$ cat src/rtl/scl_pkg.sv
// shared types and constants for the serial command line parser
// no dependencies
package scl_pkg;

    localparam int MAX_DIGITS_DEFAULT = 4;

    localparam logic [7:0]  CH_CR     = 8'h0D;
    localparam logic [7:0]  CH_LF     = 8'h0A;
    localparam logic [7:0]  CH_SPACE  = 8'h20;
    localparam logic [7:0]  CH_ZERO   = 8'h30;
    localparam logic [7:0]  CH_NINE   = 8'h39;
    localparam logic [7:0]  CH_ECHO   = 8'h65;
    localparam logic [7:0]  CH_POWER  = 8'h70;
    localparam logic [13:0] NUM_LIMIT = 14'd9999;

    localparam logic [1:0] EV_NONE    = 2'd0;
    localparam logic [1:0] EV_SYNTAX  = 2'd1;
    localparam logic [1:0] EV_UNKNOWN = 2'd2;
    localparam logic [1:0] EV_KNOWN   = 2'd3;

    typedef enum logic [1:0] {
        MODE_DIGITS,
        MODE_LETTER,
        MODE_ERROR,
        MODE_RETURN
    } mode_t;

    typedef struct packed {
        logic       is_digit;
        logic       is_letter;
        logic       is_cr;
        logic       is_skip;
        logic [3:0] digit;
    } char_class_t;

endpackage

$ cat src/rtl/scl_char_class.sv
// character classifier for the serial command line parser
// depends on scl_pkg
module scl_char_class (
    input  logic [7:0]          rx_byte,
    output scl_pkg::char_class_t cls
);

    always_comb begin
        cls.is_digit  = (rx_byte >= scl_pkg::CH_ZERO) && (rx_byte <= scl_pkg::CH_NINE);
        cls.is_letter = ((rx_byte >= 8'h61) && (rx_byte <= 8'h7A)) ||
                        ((rx_byte >= 8'h41) && (rx_byte <= 8'h5A));
        cls.is_cr     = (rx_byte == scl_pkg::CH_CR);
        cls.is_skip   = (rx_byte == scl_pkg::CH_LF) || (rx_byte == scl_pkg::CH_SPACE);
        cls.digit     = rx_byte[3:0];
    end

endmodule

$ cat src/rtl/serial_command_line_parser.sv
// top level of the serial command line parser
// depends on scl_pkg and scl_char_class
//
// One received byte in, one result out per transfer, at a sustained rate of one byte
// per clock while m_ready stays high. A byte passes an input register, then the parser
// state and the result registers are updated together from it, and the result is offered
// from those registers. While a result waits on m_ready a byte in the input register holds
// and s_ready drops. Lines are up to MAX_DIGITS decimal digits, a letter and CR; events are
// reported on the CR. The echo flag shown with each result is the value before that byte.
module serial_command_line_parser #(
    parameter int MAX_DIGITS = scl_pkg::MAX_DIGITS_DEFAULT
) (
    input  logic        aclk,
    input  logic        aresetn,
    input  logic        s_valid,
    output logic        s_ready,
    input  logic [7:0]  s_rx_byte,
    output logic        m_valid,
    input  logic        m_ready,
    output logic        m_echo_out,
    output logic [1:0]  m_event_code,
    output logic [7:0]  m_command_letter,
    output logic [13:0] m_command_number,
    output logic        m_number_present
);

    localparam int CNT_W = $clog2(MAX_DIGITS + 1);

    logic                in_valid_reg, in_valid_next;
    logic [7:0]          in_byte_reg;
    logic                m_valid_reg, m_valid_next;
    logic                advance;

    scl_pkg::mode_t      mode_reg, mode_next;
    logic [CNT_W-1:0]    count_reg, count_next;
    logic [13:0]         number_reg, number_next;
    logic                seen_reg, seen_next;
    logic [7:0]          letter_reg, letter_next;
    logic                echo_reg, echo_next;

    logic [1:0]          event_reg, event_next;
    logic [7:0]          cmd_letter_reg, cmd_letter_next;
    logic [13:0]         cmd_number_reg, cmd_number_next;
    logic                present_reg, present_next;
    logic                echo_out_reg;

    scl_pkg::char_class_t cls;
    logic [17:0]         num_ext;
    logic [17:0]         num_times10;

    function automatic logic letter_is_known(input logic [7:0] c);
        return (c == scl_pkg::CH_POWER) || (c == 8'h61) || (c == 8'h76) ||
               (c == 8'h56) || (c == 8'h73) || (c == 8'h75) || (c == 8'h77) ||
               (c == 8'h63) || (c == 8'h53) || (c == 8'h43) ||
               (c == scl_pkg::CH_ECHO);
    endfunction

    scl_char_class u_char_class (
        .rx_byte (in_byte_reg),
        .cls     (cls)
    );

    assign advance       = in_valid_reg && (!m_valid_reg || m_ready);
    assign s_ready       = !in_valid_reg || advance;
    assign in_valid_next = (s_valid && s_ready) || (in_valid_reg && !advance);
    assign m_valid_next  = advance || (m_valid_reg && !m_ready);

    assign num_ext     = {4'b0, number_reg};
    assign num_times10 = (num_ext << 3) + (num_ext << 1) + {14'b0, cls.digit};

    // next state
    always_comb begin
        mode_next   = mode_reg;
        count_next  = count_reg;
        number_next = number_reg;
        seen_next   = seen_reg;
        letter_next = letter_reg;
        echo_next   = echo_reg;
        case (mode_reg)
            scl_pkg::MODE_DIGITS: begin
                if (cls.is_digit) begin
                    if (num_times10 > {4'b0, scl_pkg::NUM_LIMIT}) begin
                        number_next = scl_pkg::NUM_LIMIT;
                    end else begin
                        number_next = num_times10[13:0];
                    end
                    seen_next  = 1'b1;
                    count_next = count_reg + 1'b1;
                    if (count_reg == CNT_W'(MAX_DIGITS - 1)) begin
                        mode_next = scl_pkg::MODE_LETTER;
                    end
                end else if (cls.is_letter) begin
                    letter_next = in_byte_reg;
                    mode_next   = scl_pkg::MODE_RETURN;
                end else if (cls.is_skip) begin
                    mode_next = mode_reg;
                end else if (cls.is_cr) begin
                    mode_next   = scl_pkg::MODE_DIGITS;
                    count_next  = '0;
                    number_next = '0;
                    seen_next   = 1'b0;
                end else begin
                    mode_next = scl_pkg::MODE_ERROR;
                end
            end
            scl_pkg::MODE_LETTER: begin
                if (cls.is_letter) begin
                    letter_next = in_byte_reg;
                    mode_next   = scl_pkg::MODE_RETURN;
                end else begin
                    mode_next = scl_pkg::MODE_ERROR;
                end
            end
            scl_pkg::MODE_ERROR: begin
                if (cls.is_cr) begin
                    mode_next   = scl_pkg::MODE_DIGITS;
                    count_next  = '0;
                    number_next = '0;
                    seen_next   = 1'b0;
                end
            end
            scl_pkg::MODE_RETURN: begin
                if (cls.is_cr) begin
                    if (letter_reg == scl_pkg::CH_ECHO) begin
                        echo_next = seen_reg && (number_reg == 14'd1);
                    end
                    mode_next   = scl_pkg::MODE_DIGITS;
                    count_next  = '0;
                    number_next = '0;
                    seen_next   = 1'b0;
                end else if (!cls.is_skip) begin
                    mode_next = scl_pkg::MODE_ERROR;
                end
            end
            default: begin
                mode_next   = scl_pkg::MODE_DIGITS;
                count_next  = '0;
                number_next = '0;
                seen_next   = 1'b0;
            end
        endcase
    end

    // result of this byte
    always_comb begin
        event_next      = scl_pkg::EV_NONE;
        cmd_letter_next = '0;
        cmd_number_next = '0;
        present_next    = 1'b0;
        case (mode_reg)
            scl_pkg::MODE_DIGITS, scl_pkg::MODE_ERROR: begin
                if (cls.is_cr) begin
                    event_next = scl_pkg::EV_SYNTAX;
                end
            end
            scl_pkg::MODE_RETURN: begin
                if (cls.is_cr) begin
                    // classifier sees the CR, so the held letter is checked here
                    event_next      = (letter_is_known(letter_reg)) ?
                                      scl_pkg::EV_KNOWN : scl_pkg::EV_UNKNOWN;
                    cmd_letter_next = letter_reg;
                    present_next    = seen_reg;
                    cmd_number_next = seen_reg ? number_reg : 14'd0;
                end
            end
            default: begin
                event_next = scl_pkg::EV_NONE;
            end
        endcase
    end

    always_ff @(posedge aclk) begin
        if (!aresetn) begin
            in_valid_reg <= 1'b0;
            m_valid_reg  <= 1'b0;
            mode_reg     <= scl_pkg::MODE_DIGITS;
            count_reg    <= '0;
            number_reg   <= '0;
            seen_reg     <= 1'b0;
            letter_reg   <= '0;
            echo_reg     <= 1'b0;
        end else begin
            in_valid_reg <= in_valid_next;
            m_valid_reg  <= m_valid_next;
            if (advance) begin
                mode_reg   <= mode_next;
                count_reg  <= count_next;
                number_reg <= number_next;
                seen_reg   <= seen_next;
                letter_reg <= letter_next;
                echo_reg   <= echo_next;
            end
        end
    end

    // payload registers
    always_ff @(posedge aclk) begin
        if (s_valid && s_ready) begin
            in_byte_reg <= s_rx_byte;
        end
        if (advance) begin
            echo_out_reg   <= echo_reg;
            event_reg      <= event_next;
            cmd_letter_reg <= cmd_letter_next;
            cmd_number_reg <= cmd_number_next;
            present_reg    <= present_next;
        end
    end

    assign m_valid          = m_valid_reg;
    assign m_echo_out       = echo_out_reg;
    assign m_event_code     = event_reg;
    assign m_command_letter = cmd_letter_reg;
    assign m_command_number = cmd_number_reg;
    assign m_number_present = present_reg;

endmodule

$ cat config.mk
export PLATFORM = sky130hd
export DESIGN_NAME = serial_command_line_parser
export DESIGN_NICKNAME = d
export VERILOG_FILES = /design/src/rtl/scl_pkg.sv /design/src/rtl/scl_char_class.sv /design/src/rtl/serial_command_line_parser.sv
export SDC_FILE = /design/constraint.sdc
export NUM_CORES = 1
export LEC_CHECK = 0
export BUFFER_PORTS_ARGS = -buffer_cell sky130_fd_sc_hd__buf_4
export CAP_MARGIN = 15
export CORE_MARGIN = 3
export CORE_UTILIZATION = 55
export CTS_BUF_LIST = sky130_fd_sc_hd__clkbuf_2 sky130_fd_sc_hd__clkbuf_4 sky130_fd_sc_hd__clkbuf_8
export CTS_CLUSTER_DIAMETER = 120
export DETAILED_ROUTE_END_ITERATION = 12
export GPL_TIMING_DRIVEN = 0
export PLACE_DENSITY = 0.76
export SLEW_MARGIN = 10
export SYNTH_ARGS = -nofsm -noshare
export SYNTH_HDL_FRONTEND = slang
export SYNTH_SLANG_ARGS = --single-unit
$ cat constraint.sdc
create_clock -name aclk -period 7.25 [get_ports aclk]
set_input_delay 0.725 -clock aclk [delete_from_list [all_inputs] [get_ports aclk]]
set_output_delay 0.725 -clock aclk [all_outputs]
set_load 0.01 [all_outputs]
Yosys cells after proc, flatten, opt, wreduce, memory -nomap -nowiden:

Cells that the tools add are included.

* input bits: 12
* output and inout port bits: 28
* flip-flop bits (word level): 65
* word-level logic and storage cells: 122

* add/sub/neg operators: 3
* reductions and logical operators: 39
* mux-type cells: 33
* equality and inequality tests: 26
* magnitude comparators: 7

Operators by type and width (number)
* 8-bit by 7-bit == test with 1-bit output (second input constant): 11
* 14-bit 2-to-1 mux: 5
* 14-bit one-hot mux with 2 select lines: 1
* 17-bit by 15-bit adder with 18-bit output: 1
* 18-bit by 4-bit adder with 18-bit output: 1
* 18-bit by 14-bit > comparator with 1-bit output (second input constant): 1
* 2-bit 2-to-1 mux: 9
* 8-bit by 4-bit == test with 1-bit output (second input constant): 2
* 8-bit by 7-bit greater-or-equal comparator with 1-bit output (second input constant): 2
* 8-bit by 7-bit <= comparator with 1-bit output (second input constant): 2
* 1-bit logical OR: 16
* 8-bit 2-to-1 mux: 2
* 8-bit one-hot mux with 2 select lines: 1
* 14-bit by 1-bit == test with 1-bit output (second input constant): 1
* 3-bit 2-to-1 mux: 4
* 3-bit != test (second input constant): 4
* 8-bit by 6-bit == test with 1-bit output (second input constant): 1
* 8-bit by 6-bit greater-or-equal comparator with 1-bit output (second input constant): 1
* 8-bit by 6-bit <= comparator with 1-bit output (second input constant): 1
* 1-bit logical AND: 8
* 2-bit one-hot mux with 4 select lines: 1
* 4-bit AND reduction: 2
* 1-bit 2-to-1 mux: 7
* 3-bit one-hot mux with 2 select lines: 1
* 15 further kinds: 23

Depth between registers and ports, before layout:

Gate-level depths: netlist of run 1.

* depth in word-level cells: 14
* mapped depth: 12
* depth with buffers taken out: 12

By module:

From an unflattened synthesis of run 1, not the netlist that was laid out.

* cell total of the unflattened synthesis: 371
* area, all modules: 3757.4 sq um

Modules (own cells, without submodules)
* serial_command_line_parser: area an instance 3631.0 sq um, times used 1, cells an instance 352, sequential area each 1641.6 sq um
* scl_char_class: area an instance 126.4 sq um, times used 1, cells an instance 19, sequential area each 0.0 sq um

Worst setup path before layout of run 1:

Ideal clock, no wire load.

* path type: reg2reg
* start: reg in_byte_reg[3]
* end: reg number_reg[6]
* data required time: 7.189 ns
* data arrival time: 3.157 ns
* library setup time: 0.061 ns
* cell stages (with the launch flop): 12
* slack: 4.032 ns
* buffers on the path: 0
* period minus slack after synthesis: 3.218 ns
* cell sequence: edfxtp_1 > inv_1 > fa_1 > fa_1 > nor2b_1 > o31a_2 > nand3_1 > a311oi_1 > o211ai_1 > a221o_1 > a311oi_4 > a32o_1

* cells in the longest elaborated chain, start to end: 6
* elaborated cells between the ends (all ways): 25
* those cells by class: add/sub (1); order compare (7); eq/ne (5); mux (6); reduce/logical (6)

RTL lines
* from (decl): line serial_command_line_parser.sv:30 `logic [7:0] in_byte_reg;`
* from (signal assigned): line serial_command_line_parser.sv:199 `in_byte_reg <= s_rx_byte;`
* parallel branches: the longest is 6 deep, another holds 18-bit by 4-bit adder with 18-bit output
* to (signal assigned): line serial_command_line_parser.sv:188 `number_reg <= number_next;`
* to (decl): line serial_command_line_parser.sv:36 `logic [13:0] number_reg, number_next;`

Several ways; the timed one is not identified. The select of a mux whose other input is x is not followed.
A chain may end at the register's enable or synchronous reset.

Worst setup path in the final report of run 1:

Ends and elaborated chain as after synthesis.

==> results.json, run 1 <==
{
  "globalplace.congestion": 0.865,
  "tightest_slew_ns": 1.02,
  "grt_max_degree": 29,
  "clkTransAtPathRegs_ns": 0.07,
  "cts_hold_buf": 0,
  "cts_resized": 0,
  "synth_cell_types": 56,
  "rrSetupSlack_ns": 3.45,
  "p_leak_nw": 1.75,
  "ff2ff_path_depth": 11,
  "grt_remaining_overflow": 0,
  "irDropWorstVdd_mv": 0.179,
  "yosys_warnings": 0,
  "utilization_pct": 68.3,
  "row_count": 28,
  "dr.pass1.iters": 4,
  "whs_path_depth": 0,
  "crit_top_cell": "fa_1",
  "wl_per_cell_um": 15.6,
  "crit_start": "in_byte_reg[3]$_DFFE_PP_",
  "drc": 0,
  "finalHoldViolCount": 0,
  "slew_violations": 0,
  "netlist_area_um2": 3560,
  "pin_count": 40,
  "yosysSeqAreaShare_pct": 46.1,
  "cts_buffers": 9,
  "path_delay_family": "compound AO/OA/AOI/OAI gates",
  "dp_hpwl_um": 5640,
  "clock-sinks": 65,
  "vias_per_cell": 5.83,
  "hold_class": "reg -> reg",
  "finalWorstSetupSlack_ns": 3.45,
  "fmax_mhz": 263,
  "layout_commonest_cell": "buf_4",
  "r2r_start": "in_byte_reg[3]$_DFFE_PP_",
  "hold_end": "m_echo_out$_DFFE_PP_",
  "worstPathMaxFanout": 9,
  "syn_inst": 341,
  "outcome": "finished, final reports clean",
  "drtIter0Drc": 219,
  "setup_viol": 0,
  "grt_pass1_wl_um": 12800,
  "synth_seq_cells": 65,
  "cp_data_required_time_ns": 7.53,
  "nFillCells": 470,
  "first_global_vias": 2632,
  "avgSynthCellArea_um2": 10.4,
  "synthesis.nets": 384,
  "die_w_um": 86.4,
  "cts_root_buffer": "clkbuf_8",
  "num_antenna_cells": 0,
  "coreArea_um2": 6100,
  "finalCriticalPeriod_ns": 3.80,
  "power_density_nw_per_um2": 186,
  "rsz0062_at_grt": "no",
  "fin_skew_ns": 0.00763,
  "die-area_um2": 7470,
  "cp_num_buf_inv": 1,
  "ys.flop_type": "edfxtp_1",
  "dr_total_vias": 2744,
  "cpMaxStageDelayCell": "edfxtp_1",
  "endpoint_kind": "register",
  "h-tree-depth": 3,
  "r2r-end": "number_reg[6]$_SDFFE_PN0P_",
  "area_growth_pct": 17.0,
  "crit_path_max_incr_delay_ns": 0.48,
  "synth_edf_count": 34,
  "initial_core_util_pct": 58.4,
  "start_kind": "register",
  "cp_data_arrival_time_ns": 4.08,
  "routed_wl_um": 7330,
  "maxCapViolations": 0,
  "ant_nets": 0,
  "tritoncts": "built",
  "clk_latency_ns": 0.34,
  "fin_crit_sh_pct": 52.4,
  "nets": 434,
  "finalSetupTns_ns": 0,
  "die_h_um": 86.4,
  "grt_use_total_pct": 22.0,
  "io_buffers": 39,
  "cts_setup_buffers": 0,
  "antenna_found_initial": 0,
  "cp_cell_sequence": "inv_1, fa_1, fa_1, nor2b_1, o31a_2, nand3_1, a311oi_1, o211ai_1, a221o_1, a311oi_4, a32o_1",
  "max_slew_margin_pct": 31.8,
  "dpl_worst_slack_ns": 3.49,
  "setup.worst_path.class": "reg -> reg",
  "final_cell_mix": "buf_4 (40), edfxtp_1 (34), dfxtp_1 (31)",
  "ctsLongestPathBuffers": 2,
  "drive_above_1_share_pct": 15.7,
  "async_flop_share_pct": 0,
  "hold_start": "echo_reg$_SDFFE_PN0P_"
}
==> layout make-up <==
cell class | count | area [um^2] | area share (%)
buffer | 14 | 56.3 | 1.35
clock buffer | 9 | 124 | 2.98
clock inverter | 7 | 93.8 | 2.25
inverter | 12 | 45.0 | 1.08
multi-input combinational | 250 | 1810 | 43.6
sequential | 65 | 1640 | 39.4
tap | 75 | 93.8 | 2.25
timing repair buffer | 39 | 293 | 7.04
==> power breakdown <==
part / leakage [nW] / internal, mW / switching (mW)
clock network: 0.107 / 0.193 / 0.138
logic: 1.07 / 0.0187 / 0.0217
registers: 0.572 / 0.397 / 0.00700
==> metal layers <==
| layer | track usage, % | part of all wire, % | vias to the layer above | wire length [um] |
|---|---|---|---|---|
| met4 | 5.52 | 0.75 | 0 | 55 |
| met1 | 31.2 | 48 | 1293 | 3520 |
| li1 | - | - | 1381 | - |
| met2 | 33.4 | 45 | 65 | 3320 |
| met5 | 0 | 0 | - | 0 |
| met3 | 6.08 | 6.0 | 5 | 437 |
==> worst register-to-register path, stage by stage, from the launching register on <==
cell      delay [ns]
edfxtp_1        0.48
inv_1           0.14
fa_1            0.46
fa_1            0.48
nor2b_1         0.22
o31a_2          0.18
nand3_1         0.15
a311oi_1        0.35
o211ai_1        0.15
a221o_1         0.41
a311oi_4        0.47
a32o_1          0.24
==> worst max-delay path by stage <==
stage                                            end  slack [ns]  cells past startpoint
after floorplan           number_reg[6]$_SDFFE_PN0P_        4.03                     11
after global placement    number_reg[6]$_SDFFE_PN0P_        3.57                     11
after detailed placement  number_reg[6]$_SDFFE_PN0P_        3.49                     11
after CTS                 number_reg[6]$_SDFFE_PN0P_        3.47                     11
after global routing      number_reg[3]$_SDFFE_PN0P_        3.21                     11
final                     number_reg[6]$_SDFFE_PN0P_        3.45                     11
==> stage by stage <==
step	std cells	hold WS (ns)	power, mW	area [um^2]
global route	471	0.459	0.808	4160
global placement	455	0.417	0.451	3940
detailed placement	455	0.423	0.454	3940
finish	471	0.438	0.776	4160
floorplan	341	0.408	0.432	3560
CTS	471	0.440	0.782	4160
==> cell usage after synthesis (all sizes together) (4+ instances only) <==
cell type	count	area, um^2
ha	29	363
a21oi	17	85.1
a22oi	4	30.0
nor2b	12	75.1
xor2	5	43.8
edfxtp	34	1020
o21ai	21	105
nor3	6	30.0
dfxtp	31	621
xnor2	6	52.6
nand2	22	82.6
mux2i	8	80.1
inv	12	45.0
nor3b	4	30.0
nor2	14	52.6
a32o	6	60.1
nand3	5	25.0
o21a	9	67.6
clkbuf	12	45.0
and2	14	87.6
and3	16	100
nor4	5	31.3
==> logic make-up (layout without fill, tap and decap cells) <==
group	count (synthesis)	count (layout)	synth area share, %
AOI/OAI and AO/OA	81	81	15.8
xor gates and xnor gates	11	11	2.71
adders and majority gates	31	31	11.3
buffers and inverters	26	81	2.85
DFF	65	65	46.1
muxes	8	8	2.25
and+or+nand+nor	119	119	18.9
No activity file was read; power rests on OpenSTA's default activity.
==> run 2: changes to the inputs <==
--- a/config.mk
+++ b/config.mk
@@ -13,7 +13,7 @@
 export CTS_CLUSTER_DIAMETER = 120
 export DETAILED_ROUTE_END_ITERATION = 12
 export GPL_TIMING_DRIVEN = 0
-export PLACE_DENSITY = 0.76
+export PLACE_DENSITY = 0.79
 export SLEW_MARGIN = 10
 export SYNTH_ARGS = -nofsm -noshare
 export SYNTH_HDL_FRONTEND = slang
==> constraint.sdc (replaced) <==
create_clock -name aclk -period 3.4 [get_ports aclk]
set_input_delay 0.34 -clock aclk [delete_from_list [all_inputs] [get_ports aclk]]
set_output_delay 0.34 -clock aclk [all_outputs]
set_load 0.01 [all_outputs]
==> run 2 against run 1 <==
Die area unchanged; register-to-register slack got worse by 3.4 ns; critical endpoint is now number_reg[5]$_SDFFE_PN0P_; largest power group unchanged; global-route usage is 0.87 points higher; worst setup slack got worse by 3.4 ns.
==> results.json, run 2 (synthesis results as in run 1) <==
{
  "nets": 453,
  "h-tree-depth": 3,
  "coreArea_um2": 6100,
  "path_delay_family": "compound AO/OA/AOI/OAI gates",
  "ant_nets": 0,
  "irDropWorstVdd_mv": 0.367,
  "top_layer": "met4",
  "dr.pass1.iters": 6,
  "cpMaxStageDelayCell": "a221o_1",
  "power_density_nw_per_um2": 388,
  "grt_max_degree": 29,
  "pin_count": 40,
  "setup.worst_path.class": "reg -> reg",
  "tritoncts": "built",
  "drive_above_1_share_pct": 27.7,
  "fin_skew_ns": 0.0156,
  "cts_hold_buf": 0,
  "fmax_mhz": 301,
  "wl_met3_um": 551,
  "fin_crit_sh_pct": 97.8,
  "nFillCells": 394,
  "hold_start": "s_rx_byte[0]",
  "finalCriticalPeriod_ns": 3.33,
  "grt_use_total_pct": 22.8,
  "rsz0062_at_grt": "yes",
  "worstPathMaxFanout": 7,
  "clock-sinks": 65,
  "p_leak_nw": 1.89,
  "clk_latency_ns": 0.36,
  "cp_data_required_time_ns": 3.68,
  "stdcell_count": 490,
  "cts_buffers": 9,
  "endpoint_kind": "register",
  "area_growth_pct": 28.3,
  "drc": 0,
  "die_h_um": 86.4,
  "setup_viol": 0,
  "max_slew_margin_pct": 31.2,
  "num_antenna_cells": 0,
  "globalplace.congestion": 0.815,
  "hold_class": "in -> reg",
  "vias_per_cell": 6.15,
  "cts_root_buffer": "clkbuf_8",
  "grt_pass1_wl_um": 13300,
  "utilization_pct": 74.9,
  "antenna_found_initial": 0,
  "start_kind": "register",
  "row_count": 28,
  "slew_violations": 0,
  "met1_length_um": 3650,
  "cp_cell_sequence": "ha_1, ha_4, and2_1, a31o_1, a211oi_4, a311oi_2, or3_1, a221o_1, a311oi_4, buf_4, buf_12, a32o_1",
  "finalHoldViolCount": 0,
  "clkTransAtPathRegs_ns": 0.07,
  "r2r-end": "number_reg[5]$_SDFFE_PN0P_",
  "dr_total_vias": 3015,
  "rrSetupSlack_ns": 0.07,
  "grt_remaining_overflow": 0,
  "drtIter0Drc": 245,
  "tightest_slew_ns": 1.03,
  "final_cell_mix": "buf_4 (58), edfxtp_1 (34), nand2_1 (22), ha_1 (22), dfxtp_1 (20)",
  "io_buffers": 39,
  "cp_data_arrival_time_ns": 3.61,
  "dp_hpwl_um": 5590,
  "cp_num_buf_inv": 2,
  "routed_wl_um": 8700,
  "first_global_vias": 2816,
  "dp_cells": 455,
  "die-area_um2": 7470,
  "dr_wl_met2_um": 4360,
  "outcome": "finished, final reports clean",
  "dpl_worst_slack_ns": -0.331,
  "ff2ff_path_depth": 12,
  "crit_path_max_incr_delay_ns": 0.40,
  "whs_path_depth": 1,
  "crit_start": "number_reg[6]$_SDFFE_PN0P_",
  "finalWorstSetupSlack_ns": 0.0742,
  "layout_commonest_cell": "buf_4",
  "die_w_um": 86.4,
  "wl_per_cell_um": 17.8,
  "hold_end": "in_byte_reg[0]$_DFFE_PP_",
  "initial_core_util_pct": 58.4,
  "ctsLongestPathBuffers": 2,
  "r2r_start": "number_reg[6]$_SDFFE_PN0P_",
  "maxCapViolations": 0
}
## run 2: through the flow
| step | setup TNS, ns | total power [mW] | instance area, um^2 | hold slack, ns |
|---|---|---|---|---|
| 6_report | 0 | 1.77 | 4560 | 0.167 |
| 2_1_floorplan | 0 | 0.922 | 3560 | 0.408 |
| 3_3_place_gp | -2.39 | 0.962 | 3940 | 0.415 |
| 5_1_grt | -0.0899 | 1.82 | 4560 | 0.144 |
| 3_5_place_dp | -2.73 | 0.967 | 3940 | 0.421 |
| 4_1_cts | 0 | 1.76 | 4430 | 0.153 |
## run 2: worst max-delay path by stage
stage / end / slack (ns) / cells past startpoint
after global placement: number_reg[6]$_SDFFE_PN0P_ / -0.30 / 12
after floorplan: number_reg[6]$_SDFFE_PN0P_ / 0.18 / 11
after CTS: number_reg[3]$_SDFFE_PN0P_ / 0.004 / 13
after detailed placement: number_reg[6]$_SDFFE_PN0P_ / -0.33 / 11
final: number_reg[5]$_SDFFE_PN0P_ / 0.07 / 12
after global routing: number_reg[3]$_SDFFE_PN0P_ / -0.04 / 14
## run 2: cell type report
cell class	instances	area [um^2]	share of cell area, %
Timing Repair Buffer	59	473	10.4
Clock buffer	10	131	2.88
Inverter	12	45.0	0.987
Tap cell	75	93.8	2.06
Multi-Input combinational cell	250	1990	43.7
Clock inverter	6	116	2.55
Buffer	13	52.6	1.15
Sequential cell	65	1660	36.3
## run 2: power by group
part           internal (mW)  switching (mW)  total, mW
logic                 0.0461          0.0527     0.0988
registers              0.846          0.0131      0.859
clock network          0.499           0.313      0.812
total                   1.39           0.379       1.77
## run 2: timing repair
| item | in CTS | in global routing |
|---|---|---|
| hold endpoints to repair | 0 | 0 |
| cloned | 1 | 0 |
| setup buffers | 13 | 6 |
| gates resized for setup | 23 | 20 |
| setup endpoints to repair | 13 | 9 |
| pin swaps | 14 | 9 |
## run 2: routing by layer
metal	up-vias	GRT usage, %
met3	17	7.03
met1	1470	28.3
li1	1412	-
met4	0	5.67
met2	116	38.9
met5	-	0
